<file path="src/rtl/fla_pkg.sv">
// Shared types and constants for the free-list slot allocator.
// No dependencies; imported by every module of the block.
`default_nettype none

package fla_pkg;

   localparam int SlotW   = 8;
   localparam int CountW  = 9;
   localparam int BlockW  = 13;
   localparam int OffsetW = 20;
   localparam int StatusW = 2;
   localparam int CsrAddrW = 3;
   localparam int CsrDataW = 32;
   localparam int LinkW   = SlotW + 1;   // link plus end-of-list flag

   localparam logic [CountW-1:0] SlotCountReset  = 9'd256;
   localparam logic [BlockW-1:0] BlockBytesReset = 13'd4;

   localparam logic REQ_ALLOC = 1'b0;
   localparam logic REQ_FREE  = 1'b1;

   localparam logic [StatusW-1:0] STATUS_OK    = 2'd0;
   localparam logic [StatusW-1:0] STATUS_EMPTY = 2'd1;
   localparam logic [StatusW-1:0] STATUS_RANGE = 2'd2;

   localparam logic REG_SLOT_COUNT  = 1'b0;
   localparam logic REG_BLOCK_BYTES = 1'b1;

   typedef struct packed {
      logic [CountW-1:0] slot_count;
      logic [BlockW-1:0] block_bytes;
   } cfg_type;

endpackage

`default_nettype wire

</file>
<file path="src/rtl/free_list_slot_allocator_core.sv">
// Free-list slot allocator: result in the cycle after a request is accepted.
// Free requests and fresh-slot allocations need no extra state; a freed-list
// allocation blocks new requests in ST_LINK while the new head is read back.
// Synchronous active-high reset empties the freed list, clears the fresh count
// and loads slot_count 256, block_bytes 4; the link memory is not cleared.
`default_nettype none

module free_list_slot_allocator_core
   import fla_pkg::*;
#(
   parameter int NUM_SLOTS = 256
) (
   input  wire logic                clock,
   input  wire logic                reset,
   // request
   input  wire logic                req_tvalid,
   output logic                     req_tready,
   input  wire logic [7:0]          req_tdata,   // [7:0] free_slot
   input  wire logic                req_tuser,   // [0] req_type
   // response
   output logic                     rsp_tvalid,
   input  wire logic                rsp_tready,
   output logic      [31:0]         rsp_tdata,   // [7:0] slot, [27:8] byte_offset
   output logic      [StatusW-1:0]  rsp_tuser,   // [1:0] status
   // configuration
   input  wire logic                csr_psel,
   input  wire logic                csr_penable,
   input  wire logic                csr_pwrite,
   input  wire logic [CsrAddrW-1:0] csr_paddr,
   input  wire logic [CsrDataW-1:0] csr_pwdata,
   output logic      [CsrDataW-1:0] csr_prdata,
   output logic                     csr_pready
);

   localparam int MemDepth = (NUM_SLOTS > 256) ? 256 : NUM_SLOTS;
   localparam int IdxW     = $clog2(MemDepth);
   localparam logic [CountW-1:0] CountCap = CountW'(MemDepth);

   typedef enum logic {ST_IDLE, ST_LINK} state_type;

   cfg_type cfg;

   state_type          state_ff, state_in;
   logic [SlotW-1:0]   freed_head_ff, freed_head_in;
   logic               freed_nonempty_ff, freed_nonempty_in;
   logic [CountW-1:0]  fresh_count_ff, fresh_count_in;
   logic               rsp_valid_ff, rsp_valid_in;
   logic [SlotW-1:0]   rsp_slot_ff, rsp_slot_in;
   logic [OffsetW-1:0] rsp_offset_ff, rsp_offset_in;
   logic [StatusW-1:0] rsp_status_ff, rsp_status_in;

   logic [CountW-1:0]        eff_count;
   logic                     accept;
   logic [SlotW+BlockW-1:0]  product;
   logic                     rd_en, wr_en;
   logic [LinkW-1:0]         wr_data, rd_data;

   fla_csr u_csr (
      .clock   (clock),
      .reset   (reset),
      .psel    (csr_psel),
      .penable (csr_penable),
      .pwrite  (csr_pwrite),
      .paddr   (csr_paddr),
      .pwdata  (csr_pwdata),
      .prdata  (csr_prdata),
      .pready  (csr_pready),
      .cfg     (cfg)
   );

   fla_link_ram #(.DEPTH(MemDepth)) u_link_ram (
      .clock   (clock),
      .wr_en   (wr_en),
      .wr_addr (req_tdata[IdxW-1:0]),
      .wr_data (wr_data),
      .rd_en   (rd_en),
      .rd_addr (freed_head_ff[IdxW-1:0]),
      .rd_data (rd_data)
   );

   assign eff_count  = (cfg.slot_count > CountCap) ? CountCap : cfg.slot_count;
   assign req_tready = (state_ff == ST_IDLE) && (!rsp_valid_ff || rsp_tready);
   assign accept     = req_tvalid && req_tready;
   assign wr_data    = {!freed_nonempty_ff, freed_head_ff};
   assign product    = rsp_slot_in * cfg.block_bytes;

   always_comb begin
      state_in          = state_ff;
      freed_head_in     = freed_head_ff;
      freed_nonempty_in = freed_nonempty_ff;
      fresh_count_in    = fresh_count_ff;
      rsp_valid_in      = rsp_valid_ff && !rsp_tready;
      rsp_slot_in       = '0;
      rsp_status_in     = STATUS_OK;
      rd_en             = 1'b0;
      wr_en             = 1'b0;
      unique case (state_ff)
         ST_IDLE: begin
            if (accept) begin
               rsp_valid_in = 1'b1;
               if (req_tuser == REQ_ALLOC) begin
                  priority if (freed_nonempty_ff) begin
                     rsp_slot_in = freed_head_ff;
                     rd_en       = 1'b1;
                     state_in    = ST_LINK;
                  end else if (fresh_count_ff < eff_count) begin
                     rsp_slot_in    = fresh_count_ff[SlotW-1:0];
                     fresh_count_in = fresh_count_ff + CountW'(1);
                  end else begin
                     rsp_status_in = STATUS_EMPTY;
                  end
               end else begin
                  if ({1'b0, req_tdata} < eff_count) begin
                     wr_en             = 1'b1;
                     freed_head_in     = req_tdata;
                     freed_nonempty_in = 1'b1;
                  end else begin
                     rsp_status_in = STATUS_RANGE;
                  end
               end
            end
         end
         ST_LINK: begin
            if (rd_data[LinkW-1]) begin
               freed_nonempty_in = 1'b0;
               freed_head_in     = '0;
            end else begin
               freed_head_in = rd_data[SlotW-1:0];
            end
            state_in = ST_IDLE;
         end
         default: state_in = ST_IDLE;
      endcase
      rsp_offset_in = product[OffsetW-1:0];
   end

   always_ff @(posedge clock) begin
      if (reset) begin
         state_ff          <= ST_IDLE;
         freed_head_ff     <= '0;
         freed_nonempty_ff <= 1'b0;
         fresh_count_ff    <= '0;
         rsp_valid_ff      <= 1'b0;
      end else begin
         state_ff          <= state_in;
         freed_head_ff     <= freed_head_in;
         freed_nonempty_ff <= freed_nonempty_in;
         fresh_count_ff    <= fresh_count_in;
         rsp_valid_ff      <= rsp_valid_in;
      end
      if (accept) begin
         rsp_slot_ff   <= rsp_slot_in;
         rsp_offset_ff <= rsp_offset_in;
         rsp_status_ff <= rsp_status_in;
      end
   end

   assign rsp_tvalid = rsp_valid_ff;
   assign rsp_tdata  = {{(32-OffsetW-SlotW){1'b0}}, rsp_offset_ff, rsp_slot_ff};
   assign rsp_tuser  = rsp_status_ff;

endmodule

`default_nettype wire

</file>
<file path="src/rtl/fla_csr.sv">
// Configuration registers (slot count, block size) behind an APB-style port.
// Depends on fla_pkg.
`default_nettype none

module fla_csr
   import fla_pkg::*;
(
   input  wire logic                clock,
   input  wire logic                reset,
   input  wire logic                psel,
   input  wire logic                penable,
   input  wire logic                pwrite,
   input  wire logic [CsrAddrW-1:0] paddr,
   input  wire logic [CsrDataW-1:0] pwdata,
   output logic      [CsrDataW-1:0] prdata,
   output logic                     pready,
   output cfg_type                  cfg
);

   logic [CountW-1:0] slot_count_ff;
   logic [BlockW-1:0] block_bytes_ff;
   logic              wr_en;
   logic              reg_sel;

   assign pready  = 1'b1;
   assign reg_sel = paddr[2];
   assign wr_en   = psel & penable & pwrite & pready;

   always_ff @(posedge clock) begin
      if (reset) begin
         slot_count_ff  <= SlotCountReset;
         block_bytes_ff <= BlockBytesReset;
      end else if (wr_en) begin
         unique case (reg_sel)
            REG_SLOT_COUNT:  slot_count_ff  <= pwdata[CountW-1:0];
            REG_BLOCK_BYTES: block_bytes_ff <= pwdata[BlockW-1:0];
            default:         slot_count_ff  <= slot_count_ff;
         endcase
      end
   end

   always_comb begin
      unique case (reg_sel)
         REG_SLOT_COUNT:  prdata = {{(CsrDataW-CountW){1'b0}}, slot_count_ff};
         REG_BLOCK_BYTES: prdata = {{(CsrDataW-BlockW){1'b0}}, block_bytes_ff};
         default:         prdata = '0;
      endcase
   end

   assign cfg.slot_count  = slot_count_ff;
   assign cfg.block_bytes = block_bytes_ff;

endmodule

`default_nettype wire

</file>
<file path="src/rtl/fla_link_ram.sv">
// Link memory of the freed list: one write port, one read port, registered read.
// Depends on fla_pkg for the word width.
`default_nettype none

module fla_link_ram
   import fla_pkg::*;
#(
   parameter int DEPTH = 256
) (
   input  wire logic                     clock,
   input  wire logic                     wr_en,
   input  wire logic [$clog2(DEPTH)-1:0] wr_addr,
   input  wire logic [LinkW-1:0]         wr_data,
   input  wire logic                     rd_en,
   input  wire logic [$clog2(DEPTH)-1:0] rd_addr,
   output logic      [LinkW-1:0]         rd_data
);

   logic [LinkW-1:0] mem [DEPTH];

   always_ff @(posedge clock) begin
      if (wr_en) begin
         mem[wr_addr] <= wr_data;
      end
   end

   always_ff @(posedge clock) begin
      if (rd_en) begin
         rd_data <= mem[rd_addr];
      end
   end

endmodule

`default_nettype wire

</file>
<file path="config.mk">
export PLATFORM = sky130hd
export DESIGN_NAME = free_list_slot_allocator_core
export DESIGN_NICKNAME = d
export VERILOG_FILES = /design/src/rtl/fla_pkg.sv /design/src/rtl/free_list_slot_allocator_core.sv /design/src/rtl/fla_csr.sv /design/src/rtl/fla_link_ram.sv
export SDC_FILE = /design/constraint.sdc
export NUM_CORES = 2
export LEC_CHECK = 0
export CAP_MARGIN = 20
export CORE_UTILIZATION = 40
export CTS_CLUSTER_DIAMETER = 50
export CTS_CLUSTER_SIZE = 20
export DETAILED_ROUTE_END_ITERATION = 7
export DONT_BUFFER_PORTS = 1
export PLACE_DENSITY = 0.62
export SYNTH_ARGS = -nofsm -noshare
export SYNTH_HDL_FRONTEND = slang
export SYNTH_HIERARCHICAL = 1
export SYNTH_SLANG_ARGS = --single-unit
export TNS_END_PERCENT = 20
</file>
<file path="constraint.sdc">
create_clock -name clock -period 9.75 [get_ports clock]
set_clock_uncertainty 0.1 [all_clocks]
set_input_delay 0.4875 -clock clock [delete_from_list [all_inputs] [get_ports clock]]
set_output_delay 0.4875 -clock clock [all_outputs]
set_load 0.02 [all_outputs]
</file>
== Yosys cells after proc, flatten, opt, wreduce, memory -nomap -nowiden ==
Memories as Yosys holds them, arrays and structs flattened. A register that Yosys moved wholly into a read port is not among the register bits.
Index checks and enable logic that the tools add are counted.

* Add/subtract/negate cells: 1
* Multipliers: 1
* Magnitude comparators: 3
* Equality and inequality tests: 4
* Multiplexer cells: 34
* Bitwise gates (word level): 6
* Reduce and logical (&&, ||, !) cells: 12

{| class="wikitable"
|+ Operators by type and width
! operator !! count
|-
| $mux W8 || 9
|-
| $pmux W32 S2 || 1
|-
| $mul A8 B13 Y20 || 1
|-
| $mux W1 || 18
|-
| $pmux W8 S2 || 1
|-
| $add A9 B1 Y9 const B || 1
|-
| $gt A9 B9 Y1 const B || 1
|-
| $lt A8 B9 Y1 || 1
|-
| $lt A9 B9 Y1 || 1
|-
| $mux W9 || 1
|-
| $reduce_and A5 Y1 || 1
|-
| $mux W2 || 2
|-
| $ne A2 B1 Y1 const B || 2
|-
| $ne A2 B2 Y1 const B || 2
|-
| $not A1 Y1 || 4
|-
| $pmux W1 S2 || 2
|-
| $reduce_and A2 Y1 || 2
|-
| $reduce_and A4 Y1 || 1
|-
| $logic_and A1 B1 Y1 || 3
|-
| $logic_not A1 Y1 || 3
|-
| $reduce_and A3 Y1 || 1
|-
| $and A1 B1 Y1 || 2
|-
| $logic_or A1 B1 Y1 || 1
|}

* Bits in registers: 72
* RAM bits: 2304
* Logic and storage cells: 72
* Memories: 1

{| class="wikitable"
|+ Memory list
! memory !! words !! width !! rd ports !! clocked after memory_dff !! wr ports !! line !! source
|-
| u_link_ram.mem || 256 || 9 || 1 || 1 || 1 || fla_link_ram.sv:19 || <nowiki>logic [LinkW-1:0] mem [DEPTH];</nowiki>
|}

== Longest topological paths before layout ==
* Depth after elaboration: 9
* Gate-level depth with buffers: 28
* Gate-level depth less buffers: 26

== Modules after synthesis ==
The synthesis kept the hierarchy.

{| class="wikitable"
|+ Modules (own cells, without submodules)
! module !! instances !! cells an instance !! area each (sq um)
|-
| fla_link_ram || 1 || 4237 || 89368.2
|-
| free_list_slot_allocator_core || 1 || 585 || 5630.4
|-
| fla_csr || 1 || 128 || 1277.5
|}

== Least setup slack after synthesis ==
Ideal clock, no wire load.

* Path kind: reg-to-reg
* Start: register freed_head_ff[2]
* End: register rsp_offset_ff[18], data pin
* Arrival time: 7.705 ns
* Data required time: 9.385 ns
* Setup slack: 1.680 ns
* Cell stages (with the launch flop): 17
* Cell sequence: dfxtp_1 a22o_2 buf_6 nand2_1 fa_1 fa_1 fa_1 fa_1 inv_1 ha_1 inv_1 o31ai_1 o21ai_0 a21oi_1 a21oi_1 o21ai_0 xor2_1

* Cells in the longest elaborated chain, start to end: 5

{| class="wikitable"
|+ Ends and longest elaborated chain
! what !! line !! source
|-
| from (decl) || free_list_slot_allocator_core.sv:44 || <nowiki>logic [SlotW-1:0] freed_head_ff, freed_head_in;</nowiki>
|-
| from (signal assigned) || free_list_slot_allocator_core.sv:146 || <nowiki>freed_head_ff <= freed_head_in;</nowiki>
|-
| $mux W8 || free_list_slot_allocator_core.sv:102 || <nowiki>priority if (freed_nonempty_ff) begin</nowiki>
|-
| $mux W8 || free_list_slot_allocator_core.sv:101 || <nowiki>if (req_tuser == REQ_ALLOC) begin</nowiki>
|-
| $mux W8 || free_list_slot_allocator_core.sv:99 || <nowiki>if (accept) begin</nowiki>
|-
| $mux W8 || free_list_slot_allocator_core.sv:97 || <nowiki>unique case (state_ff)</nowiki>
|-
| named net rsp_slot_in[2] || free_list_slot_allocator_core.sv:48 || <nowiki>logic [SlotW-1:0] rsp_slot_ff, rsp_slot_in;</nowiki>
|-
| $mul A8 B13 Y20 || free_list_slot_allocator_core.sv:85 || <nowiki>assign product = rsp_slot_in * cfg.block_bytes;</nowiki>
|-
| named net product[18] || free_list_slot_allocator_core.sv:54 || <nowiki>logic [SlotW+BlockW-1:0] product;</nowiki>
|-
| to (signal assigned) || free_list_slot_allocator_core.sv:153 || <nowiki>rsp_offset_ff <= rsp_offset_in;</nowiki>
|-
| to (decl) || free_list_slot_allocator_core.sv:49 || <nowiki>logic [OffsetW-1:0] rsp_offset_ff, rsp_offset_in;</nowiki>
|}

The timed path passes the listed nets, and every way through them passes these cells.
A chain may end at the register's enable or synchronous reset.

== Final worst setup path ==
* Start: register u_csr.slot_count_ff[8]
* End: register rsp_offset_ff[18], data pin

* Cells in the longest elaborated chain, start to end: 9

{| class="wikitable"
|+ Ends and longest elaborated chain
! what !! line !! source
|-
| from (decl) || fla_csr.sv:20 || <nowiki>logic [CountW-1:0] slot_count_ff;</nowiki>
|-
| from (signal assigned) || fla_csr.sv:31 || <nowiki>slot_count_ff <= SlotCountReset;</nowiki>
|-
| from (signal assigned) || fla_csr.sv:35 || <nowiki>REG_SLOT_COUNT: slot_count_ff <= pwdata[CountW-1:0];</nowiki>
|-
| from (signal assigned) || fla_csr.sv:37 || <nowiki>default: slot_count_ff <= slot_count_ff;</nowiki>
|-
| $gt A9 B9 Y1 || free_list_slot_allocator_core.sv:81 || <nowiki>assign eff_count = (cfg.slot_count > CountCap) ? CountCap : cfg.slot_count;</nowiki>
|-
| $mux W9 (*) || free_list_slot_allocator_core.sv:81 ||
|-
| $lt A9 B9 Y1 (*) || free_list_slot_allocator_core.sv:106 || <nowiki>end else if (fresh_count_ff < eff_count) begin</nowiki>
|-
| $mux W8 (*) || free_list_slot_allocator_core.sv:106 ||
|-
| $mux W8 (*) || free_list_slot_allocator_core.sv:102 ||
|-
| $mux W8 (*) || free_list_slot_allocator_core.sv:101 ||
|-
| $mux W8 (*) || free_list_slot_allocator_core.sv:99 ||
|-
| $mux W8 (*) || free_list_slot_allocator_core.sv:97 ||
|-
| $mul A8 B13 Y20 (*) || free_list_slot_allocator_core.sv:85 ||
|-
| named net product[18] || free_list_slot_allocator_core.sv:54 ||
|}

The timed path passes the listed nets; every way through them passes the cells marked *.

==> key figures <==
Critical path
  – CP top delay family: adder cells
  – CP startpoint: u_csr/slot_count_ff[8]$_SDFFE_PP1P_
  – CP Launch Type: flip-flop
  – Critical Path AT: between 7 and 8 ns
  – Cell repeated most along the worst path: fa_1
  – Critical path buffers and inverters: 3
  – Endpoint class of the critical path: flip-flop
  – Kind of critical path: flip-flop to flip-flop
  – Slack of the worst reg-to-reg path: just under 3 ns
  – Slowest CP cell: fa_1
  – R2R depth: 21
  – CP peak stage delay: around 0.56 ns
  – RR Endpoint: rsp_offset_ff[18]$_DFFE_PP_
  – Data required, critical path: 10.23 ns
  – Worst-path cell chain: inv_1 -> nand2_1 -> ha_1 -> a2111oi_0 -> o2bb2ai_2 -> and2_4 -> a22o_2 -> nand2_1 -> fa_1 -> fa_1 -> fa_1 -> fa_1 -> inv_1 -> ha_1 -> inv_1 -> o31ai_1 -> o21ai_0 -> a21oi_1 -> a21oi_1 -> o21ai_0 -> xor2_1
  – RR Startpoint: u_csr/slot_count_ff[8]$_SDFFE_PP1P_
  – Crit Path Max Fanout: 14

Min path
  – WHS Endpoint: rsp_tuser[1]$_SDFFCE_PP0P_
  – Hold path cells: 3
  – Path type of the worst min-delay path: input port to flip-flop
  – Min-Delay Startpoint: req_tdata[7]

Drt
  – 1st-iter DRT viols: 5,816
  – Vias/cell: between 5 and 6
  – Vias: 48,500
  – DRC: 0
  – Number of routed nets with antenna violations: 0
  – Routed length per placed instance: 28.0 um
  – WL final: approximately 230 mm
  – Drt first pass iters: 6

Synthesis
  – Sequential area share after synthesis: 0.740
  – Avg Cell Area, Syn: 19.4 um^2
  – Synth unique cells: 88
  – Yosys warnings: 6
  – Synthesized flop and latch total: roughly 2,400
  – Number of synthesized flops with an enable pin: around 2,300
  – Dominant cells by area after synthesis: edfxtp_1 (73%), mux4_2 (11%), mux2i_1 (2.1%), a22oi_1 (1.4%), fa_1 (1.4%)
  – Top cell type's share of synthesized area: 0.731
  – Ys flop type: edfxtp_1
  – Synth Instances: between 4,000 and 5,000
  – Area leader, netlist: edfxtp_1
  – Ys async rst share: 0
  – Mapped Area: about 96,000 um^2

Power and ir drop
  – Power Total: about 22 mW
  – Worst ir drop on vdd: between 0.00015 and 0.0002 V
  – Leakage: around 32 nW
  – PwrDens: ~200 nW/um^2

STA
  – Setup TNS: 0 ns
  – Fin crit share: 0.704
  – Final setup fails: 0
  – Final max-slew violation count: 0
  – Hold slack: approximately 0.074 ns
  – Relative slew margins: 0.166
  – RSZ-0062 raised after global routing: no
  – Max Fclk: about 150 MHz
  – Worst-Margin Slew: between 1 and 1.5 ns
  – Crit path time final: slightly below 7 ns
  – Final hold vios: 0

Floorplanning
  – Initial Util: 0.404
  – Die area: about 240,000 um^2
  – Chip Height: slightly below 500 um
  – Floorplan core area: about 240,000 um^2
  – IO Count: 120
  – Row cnt: roughly 180
  – Die span in x: a little under 500 um

Layout
  – Layout cells sized above 1: 0.197
  – Final Non-Filler Cells: around 8,400
  – Most common cell after layout, fill and taps aside: edfxtp_1
  – Most frequent cells in the layout: edfxtp_1 (2,343), mux4_2 (467), nor2_1 (330)
  – Nets: around 5,200
  – Area Growth Syn to Fin: 11.5%

Run status
  – Status: completed

Clock tree
  – CTS Buf Count: ~210
  – Post-CTS Setup Repair Bufs: 0
  – Maximum root-to-sink buffer count: 3
  – Post-CTS Hold Fix Bufs: 45
  – Post-CTS Resized: 0
  – Clock root buffer master: clkbuf_16
  – Clock sink count: ~2,400
  – Clk pin slew, worst setup/hold paths: ~0.08 ns
  – CTS tree: yes
  – H-tree levels: 4
  – Worst-skew pair later-pin latency: 0.86 ns

Global routing
  – Gr ovfl total: 0
  – Pin count of the biggest net entering global routing: 151
  – Initial antenna violation count: 10
  – Vias in the first global route: around 48,000
  – Global-route wire length before repair: 340 mm
  – GR Util All Layers: 0.191

Placed design
  – # port buffers: 0
  – Final HPWL DP: 142 mm
  – DP Cell Count: slightly below 8,000
  – RePlAce Congestion: between 0.8 and 0.9

Job
  – Max cap viols: 0
flip-flops by register name, indices dropped and copies added, names as in the netlist:
signal,cells
u_link_ram/mem,2304
rsp_offset_ff,20
u_csr/block_bytes_ff,13
fresh_count_ff,9
u_csr/slot_count_ff,9
u_link_ram/rd_data,9
freed_head_ff,8
rsp_slot_ff,8
rsp_tuser,2
freed_nonempty_ff,1
rsp_tvalid,1
state_ff,1
cells in the mapped netlist, types with 23 or more instances:
master       n
mux4_2     467
nor2_1     333
a22oi_1    174
buf_2       59
nand2b_1    48
o21ai_0     54
fa_1        65
mux2_2      32
a21oi_1    121
nand3_1     36
o221ai_1    35
dfxtp_1     42
buf_4       57
a211oi_1    28
buf_6       32
nor3_1      23
mux2i_1    201
and2_1      39
clkbuf_1   127
nor4_1      29
edfxtp_1  2343
nand2_1    118
o22ai_1     65
ha_1        55
nor2b_1     38
inv_1       87
layer usage:
metal,GRT usage,part of all wire,vias up,wire length (um)
met3,0.0311,0.081,316,19000
met1,0.280,0.42,25800,99500
met2,0.296,0.47,2098,110000
li1,-,-,20300,-
met5,0,0.000055,-,13
met4,0.0554,0.028,2,6500
kinds of logic (layout without fill, tap and decap cells):
logic type / after synthesis / count (layout) / share of synthesized area
flip-flops: 2385 / 2385 / 0.740
XOR/XNOR: 17 / 17 / 0.00155
adder cells (fa/ha/maj): 120 / 120 / 0.0207
AND/OR/NAND/NOR: 731 / 731 / 0.0362
multiplexers: 710 / 710 / 0.136
other: 3 / 29 / 0.000117
buffers and inverters: 398 / 624 / 0.0235
AO/OA/AOI/OAI: 586 / 586 / 0.0420
per-stage QoR:
step / setup slack, ns / cell area [um^2] / util
6_report: 2.89 / 107000 / 0.450
4_1_cts: 2.87 / 107000 / 0.450
5_1_grt: 2.48 / 107000 / 0.450
3_3_place_gp: 2.86 / 99300 / 0.416
3_5_place_dp: 2.92 / 99400 / 0.417
2_1_floorplan: 1.68 / 96400 / -
area by class of cell:
cell class	count	area, um^2
Fill cell	20000	131000
Sequential cell	2385	71200
Multi-Input combinational cell	2188	22900
Clock buffer	214	5180
Tap cell	3167	3960
Clock inverter	175	2230
Timing Repair Buffer	147	1400
Inverter	88	338
Antenna cell	5	12.5
worst register-to-register path, delay by kind of cell, from the launching register on:
| kind | cells | cell delay [ns] |
|---|---|---|
| fa+ha+maj | 6 | 2.65 |
| compound gates | 8 | 2.47 |
| simple gates | 3 | 0.61 |
| buf+inv | 3 | 0.35 |
| flops | 1 | 0.33 |
| xor+xnor | 1 | 0.09 |
worst max-delay path by stage:
stage                                   to  slack [ns]  depth (start not counted)
4_1_cts        rsp_offset_ff[18]$_DFFE_PP_        2.87                         21
3_3_place_gp   rsp_offset_ff[18]$_DFFE_PP_        2.86                         21
6_report       rsp_offset_ff[18]$_DFFE_PP_        2.89                         21
2_1_floorplan  rsp_offset_ff[18]$_DFFE_PP_        1.68                         16
3_5_place_dp   rsp_offset_ff[18]$_DFFE_PP_        2.92                         21
5_1_grt        rsp_offset_ff[18]$_DFFE_PP_        2.48                         25
power breakdown:
| part | internal, mW | leakage, nW | switching (mW) |
|---|---|---|---|
| logic | 0.456 | 7.46 | 0.912 |
| clock network | 4.60 | 3.56 | 4.18 |
| registers | 11.3 | 20.9 | 0.0620 |
| total | 16.4 | 31.9 | 5.15 |
Power figures use the tool's default switching activity.
